--- src/rtl/wlgs_pkg.sv ---
// ----------------------------------------------------------------------------
// wlgs_pkg: shared definitions of the word logic gather/scatter unit
// Word width, command codes and the result word type.
// ----------------------------------------------------------------------------
package wlgs_pkg;

  localparam int unsigned WordW = 48;
  localparam int unsigned CmdW  = 3;
  // Bit counter wide enough to index every word bit and to hold a popcount.
  localparam int unsigned CntW  = $clog2(WordW + 1);

  localparam logic [CmdW-1:0] CMD_AND    = 3'd0;
  localparam logic [CmdW-1:0] CMD_OR     = 3'd1;
  localparam logic [CmdW-1:0] CMD_XOR    = 3'd2;
  localparam logic [CmdW-1:0] CMD_CADD   = 3'd3;
  localparam logic [CmdW-1:0] CMD_PACK   = 3'd4;
  localparam logic [CmdW-1:0] CMD_UNPACK = 3'd5;
  localparam logic [CmdW-1:0] CMD_POPADD = 3'd6;
  localparam logic [CmdW-1:0] CMD_NOP    = 3'd7;

  typedef struct packed {
    logic [WordW-1:0] acc;
    logic [WordW-1:0] ext;
  } result_t;

endpackage

--- src/rtl/wlgs_bit_engine.sv ---
// ----------------------------------------------------------------------------
// wlgs_bit_engine: bit-serial walker and shared adder
// Walks the 48 word or mask bits one per cycle for pack, unpack and popcount;
// the cyclic and popcount adds run end-around-carry on one adder in two steps.
// ----------------------------------------------------------------------------
module wlgs_bit_engine (
  input  logic                                clk_i,
  input  logic                                rst_ni,
  input  logic                                start_i,
  input  logic [wlgs_pkg::CmdW-1:0]           command_i,
  input  logic [wlgs_pkg::WordW-1:0]          acc_value_i,
  input  logic [wlgs_pkg::WordW-1:0]          operand_i,
  output logic                                idle_o,
  output logic                                done_o,
  input  logic                                take_i,
  output wlgs_pkg::result_t                   result_o
);

  localparam int unsigned W = wlgs_pkg::WordW;
  localparam int unsigned C = wlgs_pkg::CntW;

  localparam logic [2:0] S_IDLE = 3'd0;
  localparam logic [2:0] S_WALK = 3'd1;
  localparam logic [2:0] S_ADD  = 3'd2;
  localparam logic [2:0] S_WRAP = 3'd3;
  localparam logic [2:0] S_DONE = 3'd4;

  localparam logic [C-1:0] LastBit = C'(W - 1);

  logic [2:0]                  state_q, state_d;
  logic [wlgs_pkg::CmdW-1:0]   cmd_q, cmd_d;
  logic [C-1:0]                cnt_q, cnt_d;
  logic [C-1:0]                ones_q, ones_d;
  logic                        carry_q, carry_d;
  logic [W-1:0]                a_q, a_d;
  logic [W-1:0]                b_q, b_d;
  logic [W-1:0]                r_q, r_d;
  logic [W-1:0]                ext_q, ext_d;
  logic [W:0]                  sum;

  // The one wide adder: operand add in the first step, carry wrap in the next.
  always_comb begin
    if (state_q == S_WRAP) begin
      sum = {1'b0, r_q} + {{W{1'b0}}, carry_q};
    end else begin
      sum = {1'b0, a_q} + {1'b0, b_q};
    end
  end

  always_comb begin
    state_d = state_q;
    cmd_d   = cmd_q;
    cnt_d   = cnt_q;
    ones_d  = ones_q;
    carry_d = carry_q;
    a_d     = a_q;
    b_d     = b_q;
    r_d     = r_q;
    ext_d   = ext_q;
    unique case (state_q)
      S_IDLE: begin
        if (start_i) begin
          cmd_d  = command_i;
          a_d    = acc_value_i;
          b_d    = operand_i;
          cnt_d  = '0;
          ones_d = '0;
          r_d    = '0;
          ext_d  = (command_i == wlgs_pkg::CMD_XOR) ? acc_value_i : '0;
          unique case (command_i)
            wlgs_pkg::CMD_AND: begin
              r_d     = acc_value_i & operand_i;
              state_d = S_DONE;
            end
            wlgs_pkg::CMD_OR: begin
              r_d     = acc_value_i | operand_i;
              state_d = S_DONE;
            end
            wlgs_pkg::CMD_XOR: begin
              r_d     = acc_value_i ^ operand_i;
              state_d = S_DONE;
            end
            wlgs_pkg::CMD_CADD: begin
              state_d = S_ADD;
            end
            wlgs_pkg::CMD_PACK, wlgs_pkg::CMD_UNPACK, wlgs_pkg::CMD_POPADD: begin
              state_d = S_WALK;
            end
            default: begin
              r_d     = acc_value_i;
              state_d = S_DONE;
            end
          endcase
        end
      end
      S_WALK: begin
        unique case (cmd_q)
          wlgs_pkg::CMD_PACK: begin
            // Low bits first; each selected bit enters at the top.
            if (b_q[0]) begin
              r_d = {a_q[0], r_q[W-1:1]};
            end
            a_d = {1'b0, a_q[W-1:1]};
            b_d = {1'b0, b_q[W-1:1]};
          end
          wlgs_pkg::CMD_UNPACK: begin
            // High mask bits first; a source bit is used up only at a mask one.
            r_d = {r_q[W-2:0], b_q[W-1] & a_q[W-1]};
            if (b_q[W-1]) begin
              a_d = {a_q[W-2:0], 1'b0};
            end
            b_d = {b_q[W-2:0], 1'b0};
          end
          default: begin
            ones_d = ones_q + C'(a_q[0]);
            a_d    = {1'b0, a_q[W-1:1]};
          end
        endcase
        cnt_d = cnt_q + 1'b1;
        if (cnt_q == LastBit) begin
          if (cmd_q == wlgs_pkg::CMD_POPADD) begin
            a_d     = {{(W-C){1'b0}}, ones_d};
            state_d = S_ADD;
          end else begin
            state_d = S_DONE;
          end
        end
      end
      S_ADD: begin
        r_d     = sum[W-1:0];
        carry_d = sum[W];
        state_d = S_WRAP;
      end
      S_WRAP: begin
        r_d     = sum[W-1:0];
        state_d = S_DONE;
      end
      S_DONE: begin
        if (take_i) begin
          state_d = S_IDLE;
        end
      end
      default: begin
        state_d = S_IDLE;
      end
    endcase
  end

  always_ff @(posedge clk_i or negedge rst_ni) begin
    if (!rst_ni) begin
      state_q <= S_IDLE;
    end else begin
      state_q <= state_d;
    end
  end

  always_ff @(posedge clk_i) begin
    cmd_q   <= cmd_d;
    cnt_q   <= cnt_d;
    ones_q  <= ones_d;
    carry_q <= carry_d;
    a_q     <= a_d;
    b_q     <= b_d;
    r_q     <= r_d;
    ext_q   <= ext_d;
  end

  assign idle_o       = (state_q == S_IDLE);
  assign done_o       = (state_q == S_DONE);
  assign result_o.acc = r_q;
  assign result_o.ext = ext_q;

endmodule

--- src/rtl/word_logic_gather_scatter_unit_top.sv ---
// ----------------------------------------------------------------------------
// word_logic_gather_scatter_unit_top: logical unit of a 48-bit word machine
// AND, OR, XOR, end-around-carry add, bit pack, bit unpack and popcount add.
// ----------------------------------------------------------------------------
// Usage:
//   The input channel carries one word per command: command, accumulator and
//   operand. The output channel returns the new accumulator and the extension
//   word (old accumulator for XOR, zero otherwise). Both are valid/ready.
//   The bit-serial walker handles one of the 48 bits per cycle, and the
//   cyclic add takes two passes through the single 48-bit adder. One command
//   is in the engine at a time, so a new word is taken in the cycle after the
//   previous result moves into the output register. The output register
//   holds a finished result while the receiver stalls; the engine keeps its
//   result until that register frees, and takes no new word meanwhile. Reset
//   empties both.
// ----------------------------------------------------------------------------
module word_logic_gather_scatter_unit_top (
  input  logic                         clk_i,
  input  logic                         rst_ni,
  input  logic                         in_valid_i,
  output logic                         in_ready_o,
  input  logic [wlgs_pkg::CmdW-1:0]    command_i,
  input  logic [wlgs_pkg::WordW-1:0]   acc_value_i,
  input  logic [wlgs_pkg::WordW-1:0]   operand_i,
  output logic                         out_valid_o,
  input  logic                         out_ready_i,
  output logic [wlgs_pkg::WordW-1:0]   acc_out_o,
  output logic [wlgs_pkg::WordW-1:0]   extension_out_o
);

  logic              eng_idle;
  logic              eng_done;
  logic              take;
  wlgs_pkg::result_t eng_res;
  wlgs_pkg::result_t out_q;
  logic              out_valid_q, out_valid_d;

  wlgs_bit_engine u_engine (
    .clk_i       (clk_i),
    .rst_ni      (rst_ni),
    .start_i     (in_valid_i && eng_idle),
    .command_i   (command_i),
    .acc_value_i (acc_value_i),
    .operand_i   (operand_i),
    .idle_o      (eng_idle),
    .done_o      (eng_done),
    .take_i      (take),
    .result_o    (eng_res)
  );

  assign take = eng_done && (!out_valid_q || out_ready_i);

  always_comb begin
    out_valid_d = out_valid_q;
    if (take) begin
      out_valid_d = 1'b1;
    end else if (out_ready_i) begin
      out_valid_d = 1'b0;
    end
  end

  always_ff @(posedge clk_i or negedge rst_ni) begin
    if (!rst_ni) begin
      out_valid_q <= 1'b0;
    end else begin
      out_valid_q <= out_valid_d;
    end
  end

  always_ff @(posedge clk_i) begin
    if (take) begin
      out_q <= eng_res;
    end
  end

  assign in_ready_o      = eng_idle;
  assign out_valid_o     = out_valid_q;
  assign acc_out_o       = out_q.acc;
  assign extension_out_o = out_q.ext;

endmodule

--- config.mk ---
export PLATFORM = sky130hd
export DESIGN_NAME = word_logic_gather_scatter_unit_top
export DESIGN_NICKNAME = d
export VERILOG_FILES = /design/src/rtl/wlgs_pkg.sv /design/src/rtl/wlgs_bit_engine.sv /design/src/rtl/word_logic_gather_scatter_unit_top.sv
export SDC_FILE = /design/constraint.sdc
export NUM_CORES = 1
export LEC_CHECK = 0
export ABC_AREA = 1
export ABC_CLOCK_PERIOD_IN_PS = 7700
export BUFFER_PORTS_ARGS = -buffer_cell sky130_fd_sc_hd__buf_2
export CAP_MARGIN = 20
export CORE_MARGIN = 4
export CORE_UTILIZATION = 40
export CTS_CLUSTER_DIAMETER = 40
export DETAILED_ROUTE_END_ITERATION = 10
export HOLD_SLACK_MARGIN = 0.1
export PLACE_DENSITY = 0.61
export SETUP_SLACK_MARGIN = 0.3
export SLEW_MARGIN = 20
export SYNTH_ARGS = -nofsm -noshare
export SYNTH_HDL_FRONTEND = slang
export SYNTH_SLANG_ARGS = --single-unit
--- constraint.sdc ---
create_clock -name clk_i -period 7.7 [get_ports clk_i]
set_input_delay 1.54 -clock clk_i [delete_from_list [all_inputs] [get_ports clk_i]]
set_output_delay 1.54 -clock clk_i [all_outputs]
set_load 0.03 [all_outputs]
==> results.sh <==
export IMPL_synth_xor_area_frac=0.0147
export IMPL_clock_insertion_delay_worst_skew_ns=0.63
export IMPL_grt_pass1_wl_mm=134
export IMPL_synth_seq_cells=308
export IMPL_synth_seq_area_share=0.418
export IMPL_dpl_cell_area_um2=23700
export IMPL_vias_after_detailed_routing=21400
export IMPL_global_route_overflow_total=0
export IMPL_die_area_um2=59000
export IMPL_io_buffers=200
export IMPL_clock_tree_root_cell="clkbuf_16"
export IMPL_endpoint="in_ready_o"
export IMPL_reg2reg_setup_slack_ns=4.11
export IMPL_finalWeightedCongestion=1.02
export IMPL_regToRegEndpoint="u_engine.a_q[45]$_DFFE_PP_"
export IMPL_finalClockSkew_ns=0.0242
export IMPL_cts_hold_repair_buffers=0
export IMPL_fin_total_pwr_mw=4.89
export IMPL_die_width_um=243
export IMPL_multiplexer_share_of_the_synthesized_area=0
export IMPL_ioPinCount=201
export IMPL_setup_worst_path_start_class="register"
export IMPL_outcome="finished, final reports clean"
export IMPL_grt_antenna_before_repair=3
export IMPL_layout_area_overhead_vs_synth_pct=16.7
export IMPL_synth_simple_area_share=0.232
export IMPL_final_net_count=3292
export IMPL_fillerInstances=5374
export IMPL_die_h_um=243
export IMPL_fin_ws_ns=4.06
export IMPL_netlist_instances=2870
export IMPL_netlist_area_um2=22100
export IMPL_critical_path_endpoint_type="output port"
export IMPL_synth_top_family_by_area="simple AND/OR/NAND/NOR gates"
export IMPL_buffer_count_from_post_cts_setup_fixing=0
export IMPL_synth_cell_type_count=45
export IMPL_max_cap_viol=0
export IMPL_cp_data_required_time_ns=6.16
export IMPL_path_class="reg2out"
export IMPL_worstMarginPinSlew_ns=1.15
export IMPL_detail_route_iter0_violations=2549
export IMPL_placementRows=85
export IMPL_grt_setup_unrepaired="false"
export IMPL_critical_path_arrival_ns=2.10
export IMPL_final_seq_area_um2=9230
export IMPL_synth_async_reset_ratio=0.0130
export IMPL_ff2ff_path_depth=7
export IMPL_yosys_warnings=0
export IMPL_finalCriticalPeriod_ns=3.64
export IMPL_core_area_um2=54200
export IMPL_grt_pass1_vias=20900
export IMPL_design_area_um2=25800
export IMPL_track_usage=0.297
export IMPL_synth_compound_gate_area_share=0.155
export IMPL_fin_util=0.475
export IMPL_drt_pass1_iter_count=7
export IMPL_worst_slew_margin_rel=0.234
export IMPL_place_inst=3673
export IMPL_largest_net_degree_at_the_start_of_global_routing=181
export IMPL_crit_start="u_engine.state_q[0]$_DFFE_PN0P_"
export IMPL_ant_nets=0
export IMPL_setup_violations_final=0
export IMPL_htree_num_levels=2
export IMPL_synth_edff_count=304
export IMPL_postSynthNetCount=3123
export IMPL_drt_wirelength_per_cell_um=23.8
export IMPL_clock_sinks=308
export IMPL_power_per_cell_area_nw_per_um2=190
export IMPL_route_final_wire_length_mm=90.2
export IMPL_drive_gt1_frac=0.121
export IMPL_synth_fa_ha_area_frac=0.0853
export IMPL_syn_area_per_cell_um2=7.69
export IMPL_drc=0
export IMPL_total_of_cells_resized_after_clock_tree_synthesis=0
export IMPL_final_instance_count_excl_fill=3786
export IMPL_cts_clk_slew_worst_paths_ns=0.06
export IMPL_ys_dominant_reg_cell="edfxtp_1"
export IMPL_worst_hold_path_type="reg2reg"
export IMPL_max_ir_drop_vdd_v=0.000151
export IMPL_finalMaxSlewViolations=0
export IMPL_bufs_on_longest_clock_path=3
export IMPL_hold_viol=0
export IMPL_vias_per_cell=5.65
export IMPL_reg_to_reg_critical_path_startpoint="u_engine.state_q[0]$_DFFE_PN0P_"
export IMPL_max_freq_mhz=275
export IMPL_floorplan_initialDensity=0.407
export IMPL_clock_tree_from_tritoncts="built"
export IMPL_dp_final_hpwl_mm=67.8
export IMPL_multi_input_comb_area_um2=10800
export IMPL_setup_tns_final_ns=0
export IMPL_clock_buffers_created_by_tritoncts=60
export IMPL_worst_hold_slack_ns=0.411
export IMPL_period_share=0.473
export IMPL_power_leakage_nw=11.8
export IMPL_place_worst_setup_slack_ns=4.14
export IMPL_timing_critical_path_fanout_max=38
## worst max-delay path: stages, from the launching register on
cell and delay (ns):
dfrtp_1 0.36, buf_4 0.27, nor2_1 0.28, inv_1 0.09, nor2_1 0.23, buf_2 0.25
## kinds of logic (layout without fill, tap and decap cells)
logic type,Yosys count,after routing
AOI/OAI and AO/OA,558,558
DFF,308,308
adders and majority gates,150,150
xor gates and xnor gates,37,37
buffers and inverters,545,764
and+or+nand+nor,1272,1272
other,0,1
## synth_stat cells, drive strengths merged (7+ instances only)
| master | count | area share |
|---|---|---|
| a211oi | 25 | 0.0085 |
| a21oi | 160 | 0.036 |
| a221oi | 41 | 0.016 |
| buf | 48 | 0.011 |
| clkbuf | 63 | 0.011 |
| edfxtp | 304 | 0.41 |
| ha | 149 | 0.084 |
| inv | 434 | 0.074 |
| nand2 | 739 | 0.13 |
| nand3 | 111 | 0.025 |
| nand4 | 32 | 0.0091 |
| nor2 | 341 | 0.059 |
| nor3 | 38 | 0.0093 |
| o2111ai | 7 | 0.0028 |
| o211ai | 15 | 0.0051 |
| o21ai | 202 | 0.046 |
| o22ai | 73 | 0.021 |
| o32ai | 22 | 0.016 |
| xor2 | 33 | 0.013 |
## sequential cells by signal, indices dropped and copies added (netlist names)
signal / cells
u_engine.carry_q: 1
acc_out_o: 48
u_engine.state_q: 3
u_engine.r_q: 48
u_engine.cmd_q: 3
u_engine.b_q: 48
u_engine.ext_q: 48
u_engine.cnt_q: 6
u_engine.ones_q: 6
u_engine.a_q: 48
extension_out_o: 48
out_valid_o: 1
## layer usage
layer | vias up | wire length, um | track usage
li1 | 9980 | - | -
met2 | 1031 | 39900 | 0.467
met1 | 10200 | 39600 | 0.413
met5 | - | 27 | 0
met3 | 178 | 7760 | 0.0619
met4 | 4 | 2900 | 0.0937
## layout by cell type, fill, tap and decap left out, types with 10 or more instances in the layout
| cell | synthesis | final |
|---|---|---|
| o32ai_2 | 20 | 20 |
| ha_1 | 149 | 149 |
| a211oi_1 | 25 | 25 |
| buf_2 | 31 | 200 |
| inv_2 | 11 | 11 |
| a21oi_1 | 160 | 159 |
| nand2_1 | 739 | 739 |
| clkbuf_16 | 0 | 60 |
| nor3_1 | 36 | 35 |
| buf_4 | 0 | 16 |
| xor2_1 | 33 | 33 |
| o22ai_1 | 73 | 73 |
| inv_1 | 423 | 420 |
| nor2_1 | 333 | 331 |
| nand3_1 | 111 | 109 |
| inv_6 | 0 | 13 |
| a221oi_1 | 41 | 41 |
| inv_8 | 0 | 10 |
| edfxtp_1 | 304 | 304 |
| o21ai_0 | 194 | 193 |
| o211ai_1 | 15 | 15 |
| nand4_1 | 32 | 32 |
## report_power, final
part           switching (mW)  internal (mW)  leakage, nW  total (mW)
combinational           0.221          0.103         7.91       0.324
sequential             0.0128           1.86         2.94        1.87
clock                    1.02           1.67        0.991        2.69
total                    1.25           3.64         11.8        4.89
## worst min-delay path by stage
stage / cells after the start / from / endpoint
after floorplan: 0 / u_engine.ext_q[0]$_SDFFCE_PN0P_ / extension_out_o[0]$_DFFE_PP_
after global placement: 0 / u_engine.ext_q[7]$_SDFFCE_PN0P_ / extension_out_o[7]$_DFFE_PP_
after detailed placement: 0 / u_engine.ext_q[46]$_SDFFCE_PN0P_ / extension_out_o[46]$_DFFE_PP_
after CTS: 0 / u_engine.ext_q[5]$_SDFFCE_PN0P_ / extension_out_o[5]$_DFFE_PP_
after global routing: 0 / u_engine.ext_q[4]$_SDFFCE_PN0P_ / extension_out_o[4]$_DFFE_PP_
final: 0 / u_engine.ext_q[5]$_SDFFCE_PN0P_ / extension_out_o[5]$_DFFE_PP_
## cell type report
class | instances | area share
flip-flops and latches | 308 | 0.358
diodes | 1 | 0.0000971
well taps | 696 | 0.0338
inverters | 434 | 0.0635
multi-input cells | 2017 | 0.420
clock inverters | 48 | 0.0211
clock buffers | 64 | 0.0588
repair buffers | 218 | 0.0450
No activity file was read; power rests on OpenSTA's default activity.
